**src/rtl/core/bmff_pkg.sv**
```systemverilog
`timescale 1ns / 1ps
`default_nettype none

package bmff_pkg;

   // Default geometry of the map.
   localparam int DEFAULT_MAX_BITS  = 1024;
   localparam int DEFAULT_WORD_BITS = 64;

   // Configuration register indexes.
   localparam logic [0:0] CSR_BITS_IN_USE = 1'b0;
   localparam logic [0:0] CSR_START_CLEAR = 1'b1;

   // Operation codes of a request transaction.
   typedef enum logic [2:0] {
      OP_SET_BIT    = 3'd0,
      OP_CLEAR_BIT  = 3'd1,
      OP_FIND_CLEAR = 3'd2,
      OP_FIND_SET   = 3'd3,
      OP_REINIT     = 3'd4
   } op_type;

   // Sequencer states, one-hot.
   typedef enum logic [3:0] {
      ST_IDLE   = 4'b0001,
      ST_MODIFY = 4'b0010,
      ST_SCAN   = 4'b0100,
      ST_ENCODE = 4'b1000
   } state_type;

endpackage

`default_nettype wire

```
**src/rtl/core/allocation_bitmap_find_first_unit.sv**
```systemverilog
`timescale 1ns / 1ps
`default_nettype none

// Allocation bitmap with find-first search.
//
// The map holds MAX_BITS bits in words of WORD_BITS bits (a power of two); a stored
// one marks a free bit. A request transaction is taken when start is high and busy
// is low. It carries an operation code and a 1-based bit position: set bit, clear
// bit, find first clear, find first set, or reinit.
// Every request gives exactly one result transaction: rsp_valid is high for one
// cycle with rsp_found and rsp_bit_number. The receiver cannot stall the result,
// and a new request may be taken in the same cycle as a result is shown.
// Reinit, unknown codes, rejected positions and a find with no bits in use are
// answered straight from the idle state; set and clear do one memory read, then
// a write back. A find reads the words in order and, on a match, passes to the
// encode state; a find that reaches the bits in use with no match answers from
// the scan state. The single memory read port, one word a cycle, sets the find
// rate. One request is in flight at a time.
// Configuration transactions on the csr_ channel are always ready and are meant
// to be written while the block is idle.
// Reset marks every word as not yet written; such a word reads as the current
// fill value, so reset and reinit both take effect at once with no clearing pass.
module allocation_bitmap_find_first_unit
   import bmff_pkg::*;
#(
   parameter int MAX_BITS  = DEFAULT_MAX_BITS,
   parameter int WORD_BITS = DEFAULT_WORD_BITS,
   localparam int POS_W      = $clog2(MAX_BITS + 1),
   localparam int NWORDS     = (MAX_BITS + WORD_BITS - 1) / WORD_BITS,
   localparam int IDX_W      = (NWORDS > 1) ? $clog2(NWORDS) : 1,
   localparam int WORD_SHIFT = $clog2(WORD_BITS)
) (
   input  wire logic             clock,
   input  wire logic             reset,
   input  wire logic             start,
   output logic                  busy,
   input  wire logic [2:0]       req_op,
   input  wire logic [POS_W-1:0] req_bit_position,
   output logic                  rsp_valid,
   output logic                  rsp_found,
   output logic      [POS_W-1:0] rsp_bit_number,
   input  wire logic             csr_valid,
   output logic                  csr_ready,
   input  wire logic [0:0]       csr_addr,
   input  wire logic [POS_W-1:0] csr_wdata
);

   // Configuration registers.
   logic [POS_W-1:0] bits_in_use_ff;
   logic             start_clear_ff;

   // Sequencer and working registers.
   state_type               state_ff, state_in;
   logic                    want_one_ff, want_one_in;
   logic                    set_op_ff, set_op_in;
   logic [IDX_W-1:0]        addr_ff, addr_in;
   logic [WORD_SHIFT-1:0]   bit_ff, bit_in;
   logic [POS_W-1:0]        base_ff, base_in;
   logic [POS_W-1:0]        pos_ff, pos_in;
   logic [WORD_BITS-1:0]    match_ff, match_in;

   // Written flags per word and the value unwritten words read as.
   logic [NWORDS-1:0]       valid_ff, valid_in;
   logic                    fill_ff, fill_in;

   // Result registers.
   logic                    rsp_valid_ff, rsp_valid_in;
   logic                    rsp_found_ff, rsp_found_in;
   logic [POS_W-1:0]        rsp_num_ff, rsp_num_in;

   // Memory port signals.
   logic                    wr_en;
   logic [WORD_BITS-1:0]    wr_data;
   logic [WORD_BITS-1:0]    ram_q;

   logic [POS_W-1:0]        eff_bits;
   logic [WORD_BITS-1:0]    word;
   logic [WORD_BITS-1:0]    iso;
   logic [WORD_SHIFT-1:0]   low_idx;
   logic [POS_W:0]          hit_pos;
   logic                    accept;

   bmff_ram #(
      .WIDTH (WORD_BITS),
      .DEPTH (NWORDS)
   ) u_map_ram (
      .clock   (clock),
      .wr_en   (wr_en),
      .wr_addr (addr_ff),
      .wr_data (wr_data),
      .rd_addr (addr_in),
      .rd_data (ram_q)
   );

   // Bits in use above the map size are clamped to the map size.
   assign eff_bits = (bits_in_use_ff > POS_W'(MAX_BITS)) ? POS_W'(MAX_BITS) : bits_in_use_ff;

   // The word just read, with unwritten words reading as the fill value.
   assign word = valid_ff[addr_ff] ? ram_q : {WORD_BITS{fill_ff}};

   // Lowest set bit of the stored match: isolate it, then encode it.
   always_comb begin
      iso     = match_ff & (~match_ff + WORD_BITS'(1));
      low_idx = '0;
      for (int i = 0; i < WORD_BITS; i++) begin
         for (int b = 0; b < WORD_SHIFT; b++) begin
            if (i[b]) begin
               low_idx[b] = low_idx[b] | iso[i];
            end
         end
      end
      hit_pos = {1'b0, base_ff} + (POS_W+1)'(low_idx) + (POS_W+1)'(1);
   end

   assign accept = start && (state_ff == ST_IDLE);

   always_comb begin
      logic [POS_W-1:0]     p;
      logic [WORD_BITS-1:0] m;
      logic [POS_W:0]       next_base;
      logic [WORD_BITS-1:0] bit_mask;

      state_in     = state_ff;
      want_one_in  = want_one_ff;
      set_op_in    = set_op_ff;
      addr_in      = addr_ff;
      bit_in       = bit_ff;
      base_in      = base_ff;
      pos_in       = pos_ff;
      match_in     = match_ff;
      valid_in     = valid_ff;
      fill_in      = fill_ff;
      rsp_valid_in = 1'b0;
      rsp_found_in = 1'b0;
      rsp_num_in   = '0;
      wr_en        = 1'b0;

      p         = req_bit_position - POS_W'(1);
      m         = want_one_ff ? word : ~word;
      next_base = {1'b0, base_ff} + (POS_W+1)'(WORD_BITS);
      bit_mask  = WORD_BITS'(1) << bit_ff;
      wr_data   = set_op_ff ? (word & ~bit_mask) : (word | bit_mask);

      case (state_ff)
         ST_IDLE: begin
            if (accept) begin
               case (req_op)
                  OP_SET_BIT, OP_CLEAR_BIT: begin
                     if ((req_bit_position != '0) && (req_bit_position <= eff_bits)) begin
                        set_op_in = (req_op == OP_SET_BIT);
                        addr_in   = IDX_W'(p >> WORD_SHIFT);
                        bit_in    = p[WORD_SHIFT-1:0];
                        pos_in    = req_bit_position;
                        state_in  = ST_MODIFY;
                     end else begin
                        rsp_valid_in = 1'b1;
                     end
                  end
                  OP_FIND_CLEAR, OP_FIND_SET: begin
                     if (eff_bits != '0) begin
                        want_one_in = (req_op == OP_FIND_CLEAR);
                        addr_in     = '0;
                        base_in     = '0;
                        state_in    = ST_SCAN;
                     end else begin
                        rsp_valid_in = 1'b1;
                     end
                  end
                  OP_REINIT: begin
                     valid_in     = '0;
                     fill_in      = start_clear_ff;
                     rsp_valid_in = 1'b1;
                     rsp_found_in = 1'b1;
                  end
                  default: begin
                     rsp_valid_in = 1'b1;
                  end
               endcase
            end
         end
         ST_MODIFY: begin
            wr_en             = 1'b1;
            valid_in[addr_ff] = 1'b1;
            rsp_valid_in      = 1'b1;
            rsp_found_in      = 1'b1;
            rsp_num_in        = pos_ff;
            state_in          = ST_IDLE;
         end
         ST_SCAN: begin
            if (m != '0) begin
               match_in = m;
               state_in = ST_ENCODE;
            end else if (next_base < {1'b0, eff_bits}) begin
               // Fetch the next word; its data arrives in the next cycle.
               addr_in = addr_ff + IDX_W'(1);
               base_in = next_base[POS_W-1:0];
            end else begin
               rsp_valid_in = 1'b1;
               state_in     = ST_IDLE;
            end
         end
         ST_ENCODE: begin
            // A match beyond the bits in use counts as not found.
            rsp_valid_in = 1'b1;
            if (hit_pos <= {1'b0, eff_bits}) begin
               rsp_found_in = 1'b1;
               rsp_num_in   = hit_pos[POS_W-1:0];
            end
            state_in = ST_IDLE;
         end
         default: begin
            state_in = ST_IDLE;
         end
      endcase
   end

   always_ff @(posedge clock) begin
      if (reset) begin
         state_ff       <= ST_IDLE;
         valid_ff       <= '0;
         fill_ff        <= 1'b1;
         rsp_valid_ff   <= 1'b0;
         bits_in_use_ff <= POS_W'(MAX_BITS);
         start_clear_ff <= 1'b1;
      end else begin
         state_ff     <= state_in;
         valid_ff     <= valid_in;
         fill_ff      <= fill_in;
         rsp_valid_ff <= rsp_valid_in;
         if (csr_valid && csr_ready) begin
            case (csr_addr)
               CSR_BITS_IN_USE: bits_in_use_ff <= csr_wdata;
               CSR_START_CLEAR: start_clear_ff <= csr_wdata[0];
               default: begin
               end
            endcase
         end
      end
   end

   always_ff @(posedge clock) begin
      want_one_ff  <= want_one_in;
      set_op_ff    <= set_op_in;
      addr_ff      <= addr_in;
      bit_ff       <= bit_in;
      base_ff      <= base_in;
      pos_ff       <= pos_in;
      match_ff     <= match_in;
      rsp_found_ff <= rsp_found_in;
      rsp_num_ff   <= rsp_num_in;
   end

   assign busy           = (state_ff != ST_IDLE);
   assign csr_ready      = 1'b1;
   assign rsp_valid      = rsp_valid_ff;
   assign rsp_found      = rsp_found_ff;
   assign rsp_bit_number = rsp_num_ff;

   // A result follows only an accepted request or a busy cycle.
   a_rsp_has_cause: assert property (@(posedge clock) disable iff (reset)
      rsp_valid_ff |-> ($past(start && !busy) || $past(busy)))
      else $error("result transaction without a request");

   // A nonzero bit number is only reported as found.
   a_num_implies_found: assert property (@(posedge clock) disable iff (reset)
      (rsp_valid_ff && (rsp_num_ff != '0)) |-> rsp_found_ff)
      else $error("bit number reported without found");

   // The encode cycle always ends the search with a result.
   a_encode_responds: assert property (@(posedge clock) disable iff (reset)
      (state_ff == ST_ENCODE) |=> rsp_valid_ff)
      else $error("search ended without a result");

   // The scan never walks past the bits in use.
   a_scan_in_range: assert property (@(posedge clock) disable iff (reset)
      (state_ff == ST_SCAN) |-> (base_ff < eff_bits))
      else $error("scan beyond the bits in use");

endmodule

`default_nettype wire

```
**src/rtl/core/bmff_ram.sv**
```systemverilog
`timescale 1ns / 1ps
`default_nettype none

module bmff_ram #(
   parameter int WIDTH = 64,
   parameter int DEPTH = 16,
   localparam int AW   = (DEPTH > 1) ? $clog2(DEPTH) : 1
) (
   input  wire logic             clock,
   input  wire logic             wr_en,
   input  wire logic [AW-1:0]    wr_addr,
   input  wire logic [WIDTH-1:0] wr_data,
   input  wire logic [AW-1:0]    rd_addr,
   output logic      [WIDTH-1:0] rd_data
);

   logic [WIDTH-1:0] mem [DEPTH];
   logic [WIDTH-1:0] rd_data_ff;

   always_ff @(posedge clock) begin
      if (wr_en) begin
         mem[wr_addr] <= wr_data;
      end
      rd_data_ff <= mem[rd_addr];
   end

   assign rd_data = rd_data_ff;

endmodule

`default_nettype wire
```
**config.mk**
```make
export PLATFORM = sky130hd
export DESIGN_NAME = allocation_bitmap_find_first_unit
export DESIGN_NICKNAME = d
export VERILOG_FILES = /design/src/rtl/core/bmff_pkg.sv /design/src/rtl/core/allocation_bitmap_find_first_unit.sv /design/src/rtl/core/bmff_ram.sv
export SDC_FILE = /design/constraint.sdc
export NUM_CORES = 1
export LEC_CHECK = 0
export BUFFER_PORTS_ARGS = -buffer_cell sky130_fd_sc_hd__buf_2
export CORE_ASPECT_RATIO = 2
export CORE_MARGIN = 1
export CORE_UTILIZATION = 45
export DETAILED_ROUTE_END_ITERATION = 12
export PLACE_DENSITY_LB_ADDON = 0.25
export SLEW_MARGIN = 5
export SYNTH_ARGS = -nofsm -noshare
export SYNTH_HDL_FRONTEND = slang
export SYNTH_SLANG_ARGS = --single-unit
```
**constraint.sdc**
```tcl
create_clock -name clock -period 13.7 [get_ports clock]
set_input_delay 2.74 -clock clock [delete_from_list [all_inputs] [get_ports clock]]
set_output_delay 2.74 -clock clock [all_outputs]
set_load 0.005 [all_outputs]
```
# Word level (Yosys, flattened, before mapping)

Memories as Yosys holds them, arrays and structs flattened. A register that Yosys moved wholly into a read port is not among the register bits.
Cells that the tools add are included.

Register bits after elaboration: 144
Bits in latches: 0
Bits in writable memories: 1,024
ROM bits: 0
Word-level logic and storage cells: 310
Memories: 1

Add/subtract/negate cells: 6
$mul: 0
Divide/modulo/power cells: 0
Magnitude comparators: 6
Equal/unequal tests: 19
Shift-type cells: 1
Muxes and demuxes: 47
Bitwise logic cells: 194
Reduce and logical (&&, ||, !) cells: 21

Memory list:

| name          | words | bits a word | read ports | clocked after Yosys merged registers in | wr ports | RTL line       | source |
|---|---|---|---|---|---|---|---|
| u_map_ram.mem | 16    | 64          | 1          | 1                                       | 1        | bmff_ram.sv:17 | `logic [WIDTH-1:0] mem [DEPTH];` |

Operator list:

| kind                                                  | number |
|---|---|
| 2-to-1 mux 64 bit                                     | 3 |
| inverter 64 bit                                       | 3 |
| OR 1 bit                                              | 186 |
| bitwise AND 64 bit                                    | 2 |
| 2-to-1 mux 11 bit                                     | 7 |
| adder 64 x 1 -> 64 bit, second input constant         | 1 |
| OR 64 bit                                             | 1 |
| nonzero test 64 bit                                   | 1 |
| << shifter 1 x 6 -> 64 bit, first input constant      | 1 |
| case mux 11 bit (2 select lines)                      | 2 |
| 2-to-1 mux 4 bit                                      | 10 |
| 2-to-1 mux 16 bit                                     | 2 |
| case mux 16 bit (2 select lines)                      | 1 |
| case mux 4 bit (2 select lines)                       | 4 |
| nonzero test 11 bit                                   | 2 |
| OR 16 bit                                             | 1 |
| 2-to-1 mux 1 bit                                      | 13 |
| adder 11 x 6 -> 12 bit                                | 1 |
| adder 11 x 7 -> 12 bit, second input constant         | 1 |
| adder 12 x 1 -> 12 bit, second input constant         | 1 |
| <= comparator 12 x 11 -> 1 bit                        | 1 |
| < comparator 12 x 11 -> 1 bit                         | 1 |
| greater-than comparator 11 bit, second input constant | 1 |
| <= comparator 11 bit                                  | 1 |
| 30 further kinds                                      | 47 |

# Depth between registers and ports, before layout

Depth in word-level cells: 39
Gate-level depth with buffers: 23
Gate-level depth less buffers: 21

# Modules after synthesis

A second synthesis with hierarchy kept.

Cell total of the unflattened synthesis: 2,731
Area total of the unflattened synthesis: 49,439.9 sq um

By module, submodules not included:

| module                            | instances | cells each | area each (sq um) | seq. area each (sq um) |
|---|---|---|---|---|
| bmff_ram                          | 1         | 1,647      | 39,583.0          | 32,030.7 |
| allocation_bitmap_find_first_unit | 1         | 1,084      | 9,857.0           | 3,643.5 |

# Worst setup path after synthesis

Ideal clock, no wire load.

Kind: register to register
From: register state_ff[3]
To: memory u_map_ram.mem[0][0], enable pin
Setup time: 0.564 ns
Data arrival time: 5.722 ns
Data required time: 13.136 ns
Setup slack: 7.414 ns
Cell stages (with the launch flop): 4
Period minus slack after synthesis: 6.286 ns
Path through: dfxtp_1 -> nor4b_1 -> nand2_1 -> nor3_1

Cells in the longest elaborated chain, start to end: 4

RTL lines:

| what                                   | RTL line                                 | source |
|---|---|---|
| from (decl)                            | allocation_bitmap_find_first_unit.sv:53  | `state_type state_ff, state_in;` |
| from (signal assigned)                 | allocation_bitmap_find_first_unit.sv:226 | `state_ff <= state_in;` |
| == test 4 x 2 -> 1 bit                 | allocation_bitmap_find_first_unit.sv:144 | `case (state_ff)` |
| 2-to-1 mux 1 bit                       | allocation_bitmap_find_first_unit.sv:144 |  |
| 2-to-1 mux 1 bit                       | bmff_ram.sv:21                           | `if (wr_en) begin` |
| 2-to-1 mux 1 bit (implied by the code) | bmff_ram.sv:22                           | `mem[wr_addr] <= wr_data;` |
| to (decl)                              | bmff_ram.sv:17                           |  |

Every way passes these cells.

# Final worst setup path

From: register want_one_ff
To: register u_map_ram.rd_data_ff[33] (netlist: u_map_ram.rd_data[33]) (read register of u_map_ram.mem)

Cells in the longest elaborated chain, start to end: 4

RTL lines:

| what                            | RTL line                                 | source |
|---|---|---|
| from (decl)                     | allocation_bitmap_find_first_unit.sv:54  | `logic want_one_ff, want_one_in;` |
| from (signal assigned)          | allocation_bitmap_find_first_unit.sv:242 | `want_one_ff <= want_one_in;` |
| 2-to-1 mux 64 bit               | allocation_bitmap_find_first_unit.sv:139 | `m = want_one_ff ? word : ~word;` |
| nonzero test 64 bit             | allocation_bitmap_find_first_unit.sv:190 | `if (m != '0) begin` |
| 2-to-1 mux 4 bit                | allocation_bitmap_find_first_unit.sv:190 |  |
| case mux 4 bit (2 select lines) | allocation_bitmap_find_first_unit.sv:144 |  |
| to (decl)                       | bmff_ram.sv:18                           | `logic [WIDTH-1:0] rd_data_ff;` |

Every way passes these cells.
A chain may end at the register's enable or synchronous reset.

==> impl.org <==
** Worst setup path
- Data arrival, critical path :: 8.36 ns
- Crit-path max FO :: 78
- Worst R2R End :: u_map_ram.rd_data[33]
- Setup slack, reg-to-reg :: 5.96 ns
- Cell depth of the worst flop-to-flop path :: 14
- STA classifies the critical path startpoint as a register.
- STA classifies the critical path endpoint as a register.
- Critical path startpoint :: want_one_ff
- Capturing element of the worst setup path :: u_map_ram.rd_data[33]
- Required arrival time at the worst endpoint :: 14.32 ns
- The worst setup path is of the reg2reg kind.
- Origin of the critical flop-to-flop path :: want_one_ff

** STA
- Sum Neg Setup Slack :: 0 ns
- Dividing the final minimum period by the clock period gives 56.5%.
- Hold violation total from the final report :: 0
- Worst setup margin :: 5.96 ns
- The total count of max-transition violations in the final report came to 0.
- Final critical delay including setup and external delays :: 7.74 ns
- Headroom to the max-slew limit came out at 6.26%.
- Setup repair after global routing missed its margin :: no
- Across the routed clock network, the largest skew measured is 0.0322 ns.
- For this run, the top clock speed supported by timing is 129 MHz.
- Setup violations remaining at the end of the flow were counted as 0.
- At the pin with the least slew margin, the transition time is 1.39 ns.
- The tightest hold path in the finished design has a slack of 0.449 ns.

** Power
- Maximum resistive drop on vdd :: 0.127 mV
- Power spread over the standard cell area amounts to 170 nW/um^2.
- For this design the static power due to leakage is 19.0 nW.

** CTS
- Hold-fix buffers at CTS :: 0
- The clock passes through at most 3 buffers.
- In this run, post-CTS repair resized a total of 0 instances.
- H-Tree Depth :: 3
- Clock tree root buffer cell :: clkbuf_16
- TritonCTS built the clock tree.
- Clock-pin slew was measured on the worst setup and hold paths at 0.07 ns.
- Clock latency reported for the late side of the worst-skew pair :: 0.74 ns
- Number of clock sinks :: 1,226
- Buffer count from post-CTS setup fixing :: 0
- Clock tree synthesis inserted a total of 98 buffers.

** Placed design
- Timing analysis after detailed placement gives a worst setup slack of 5.64 ns.
- After detailed placement, the design holds a cell count of 4,886.
- Final GP Congestion :: 0.978
- The HPWL after detailed placement is 82,600 um.
- During placement, the flow inserted port buffers numbering 43.

** Synth
- Commonest register cell after synthesis :: edfxtp_1
- EDFF count, synth :: 1,112
- Share of the synthesized area in compound gates (AO/OA/AOI/OAI) :: 6.51%
- Simple-gate share of the synthesized area :: 7.97%
- Synth Area in Adders :: 0.842%
- Multiplexer cells account for 10.7% of the synthesized area.
- Dividing the synthesized area by the synthesized cell count gives 14.7 sq um.
- Count of mapped cells out of synthesis :: 3,438
- After synthesis the cells add up to 50,500 sq um.
- Fraction of registers with async set or reset after synthesis :: 0%
- After synthesis the netlist holds a flip-flop and latch count of 1,226.
- The number of nets handed over by synthesis was 3,502.
- Sequential cell area fraction in the yosys report :: 70.6%
- After Yosys synthesis, XOR and XNOR cells account for 1.47% of the synthesized area.
- After synthesis, the largest family of logic cells by area is multiplexers.
- Synthesis instantiated 78 different standard cells from the library.
- The Yosys step of the flow raised 0 warnings.

** GRT
- Global-route track usage on met1 :: 27.1%
- Largest net degree at the start of global routing :: 79
- The via count of the first global-routing pass came to 30,300.
- The global routing stage identified its most utilized layer as met2.
- The number of antenna violations at the first check in global routing was 1.
- Global routing consumed, on the met3 layer, 3.41% of the routing resources.
- Met2 demand-to-capacity share in global routing :: 45.6%
- Wire length of the first global-routing pass :: 203,000 um
- Overall track demand over capacity in global routing :: 24.9%
- Total congestion overflow after global routing :: 0

** Route
- After detailed routing, the average wire length per cell comes to 28.0 um.
- DRC Markers :: 0
- Once detail routing completed, the nets flagged for antenna violations numbered 0.
- Via Count :: 30,200
- In the routed layout, each cell is associated on average with a via count of 5.95.
- For this run, the detailed router's first-pass iteration total came to 6.
- The routed design has 142,000 um of wire.
- After the first detailed-routing iteration, the DRC count stood at 2,641.

** Run
- Max-cap violations in this run came to 0.

** Floorplanning
- 45 I/O pins were placed.
- Chip Width :: 239 um
- The region available for standard cell placement spans 111,000 sq um.
- Std-Cell Rows :: 173
- Starting utilization of the core area :: 45.4%
- Die Footprint :: 114,000 sq um
- From bottom edge to top edge, the die measures 476 um.

** Finish
- Once layout is complete, the utilization of the core stands at 50.6%.
- Filler cells :: 9,288
- In the layout the commonest cells are 1,112 x edfxtp_1, 382 x nand2_1, 380 x mux2i_1, 154 x nand3_1, 128 x mux2_2.
- Relative to the synthesized area, the layout overhead comes to 11.4%.
- The library cell used most frequently in the layout, excluding fill and tap cells, is edfxtp_1.
- In the final layout, flip-flops and latches occupy 35,700 sq um.
- At the end of the flow, the number of nets in the layout was 3,563.
- Area of combinational cells with multiple inputs :: 14,100 sq um
- Post-route non-filler standard cell count :: 5,071
- Fraction of final layout cells with drive strength greater than 1 :: 13.4%

** Status
- The run finished with clean final reports.

** Hold path
- Hold/Removal Path Class :: reg2reg
## per-stage QoR
stage               power [mW]  cell area [sq um]
floorplan                 5.92              50500
global placement          6.64              52800
detailed placement        6.66              52800
CTS                       9.64              56300
global route              9.90              56300
finish                    9.60              56300
## routing by layer
| layer | vias to the layer above | routed length [um] |
|---|---|---|
| li1 | 13300 | - |
| met1 | 15400 | 50300 |
| met2 | 1065 | 75100 |
| met3 | 362 | 7270 |
| met4 | 0 | 9120 |
| met5 | - | 0 |
## logic make-up after synthesis
logic type / count (synthesis)
buf+inv: 230
flops: 1226
mux: 521
compound gates: 480
xor+xnor: 85
simple gates: 861
fa+ha+maj: 34
other cells: 1
## layout make-up
| cell class | count | area share [%] |
|---|---|---|
| flip-flops and latches | 1226 | 63.4 |
| multi-input cells | 1982 | 25.1 |
| clock buffers | 121 | 4.56 |
| well taps | 1487 | 3.30 |
| repair buffers | 148 | 1.80 |
| clock inverters | 62 | 1.53 |
| inverters | 43 | 0.309 |
| diodes | 2 | 0.00889 |
## worst min-delay path by stage
stage                  from                end  slack [ns]  cells after the start
3_5_place_dp   valid_ff[14]       valid_ff[14]        0.45                      2
3_3_place_gp    valid_ff[1]        valid_ff[1]        0.44                      2
2_1_floorplan     pos_ff[5]  rsp_bit_number[5]        0.42                      2
5_1_grt           pos_ff[9]  rsp_bit_number[9]        0.47                      2
6_report          pos_ff[9]  rsp_bit_number[9]        0.45                      2
4_1_cts           pos_ff[9]  rsp_bit_number[9]        0.46                      2
## critical path, stage by stage (launching register included)
cell	delay (ns)
edfxtp_1	0.39
buf_12	0.35
or4b_1	0.48
mux2i_1	0.30
o2111ai_1	0.55
or4_1	0.88
a2111oi_2	0.68
a22oi_1	0.28
nand2_8	0.43
buf_4	0.67
buf_4	0.74
buf_4	0.75
mux2_2	0.42
o22ai_1	0.15
o21ai_1	0.11
## flip-flops by register name (all words and copies together), names as in the netlist
| name | count |
|---|---|
| bit_ff | 6 |
| rsp_valid | 1 |
| u_map_ram.mem | 1024 |
| pos_ff | 11 |
| u_map_ram.rd_data | 64 |
| rsp_bit_number | 11 |
| rsp_found | 1 |
| addr_ff | 4 |
| match_ff | 64 |
| state_ff | 4 |
| start_clear_ff | 1 |
| bits_in_use_ff | 11 |
| valid_ff | 16 |
| set_op_ff | 1 |
| fill_ff | 1 |
| base_ff | 5 |
| want_one_ff | 1 |
## cell usage after synthesis (all sizes together) (42+ instances only)
| cell | count | area, sq um |
|---|---|---|
| o21ai | 90 | 450 |
| nand2 | 386 | 1450 |
| clkbuf | 114 | 428 |
| dfxtp | 114 | 2280 |
| o22ai | 66 | 413 |
| nor2 | 118 | 445 |
| buf | 73 | 364 |
| mux2i | 389 | 3890 |
| a21oi | 121 | 606 |
| xor2 | 77 | 674 |
| nand3 | 154 | 771 |
| edfxtp | 1112 | 33400 |
| inv | 42 | 158 |
| a221o | 64 | 641 |
| mux2 | 128 | 1440 |
| a32oi | 65 | 569 |
## power by group
group,internal [mW],leakage (nW),total (mW),switching (mW)
sequential,4.31,10.7,4.53,0.228
clock,1.67,1.66,3.02,1.35
combinational,0.749,6.70,2.04,1.29
(Power assumes the default switching activity.)
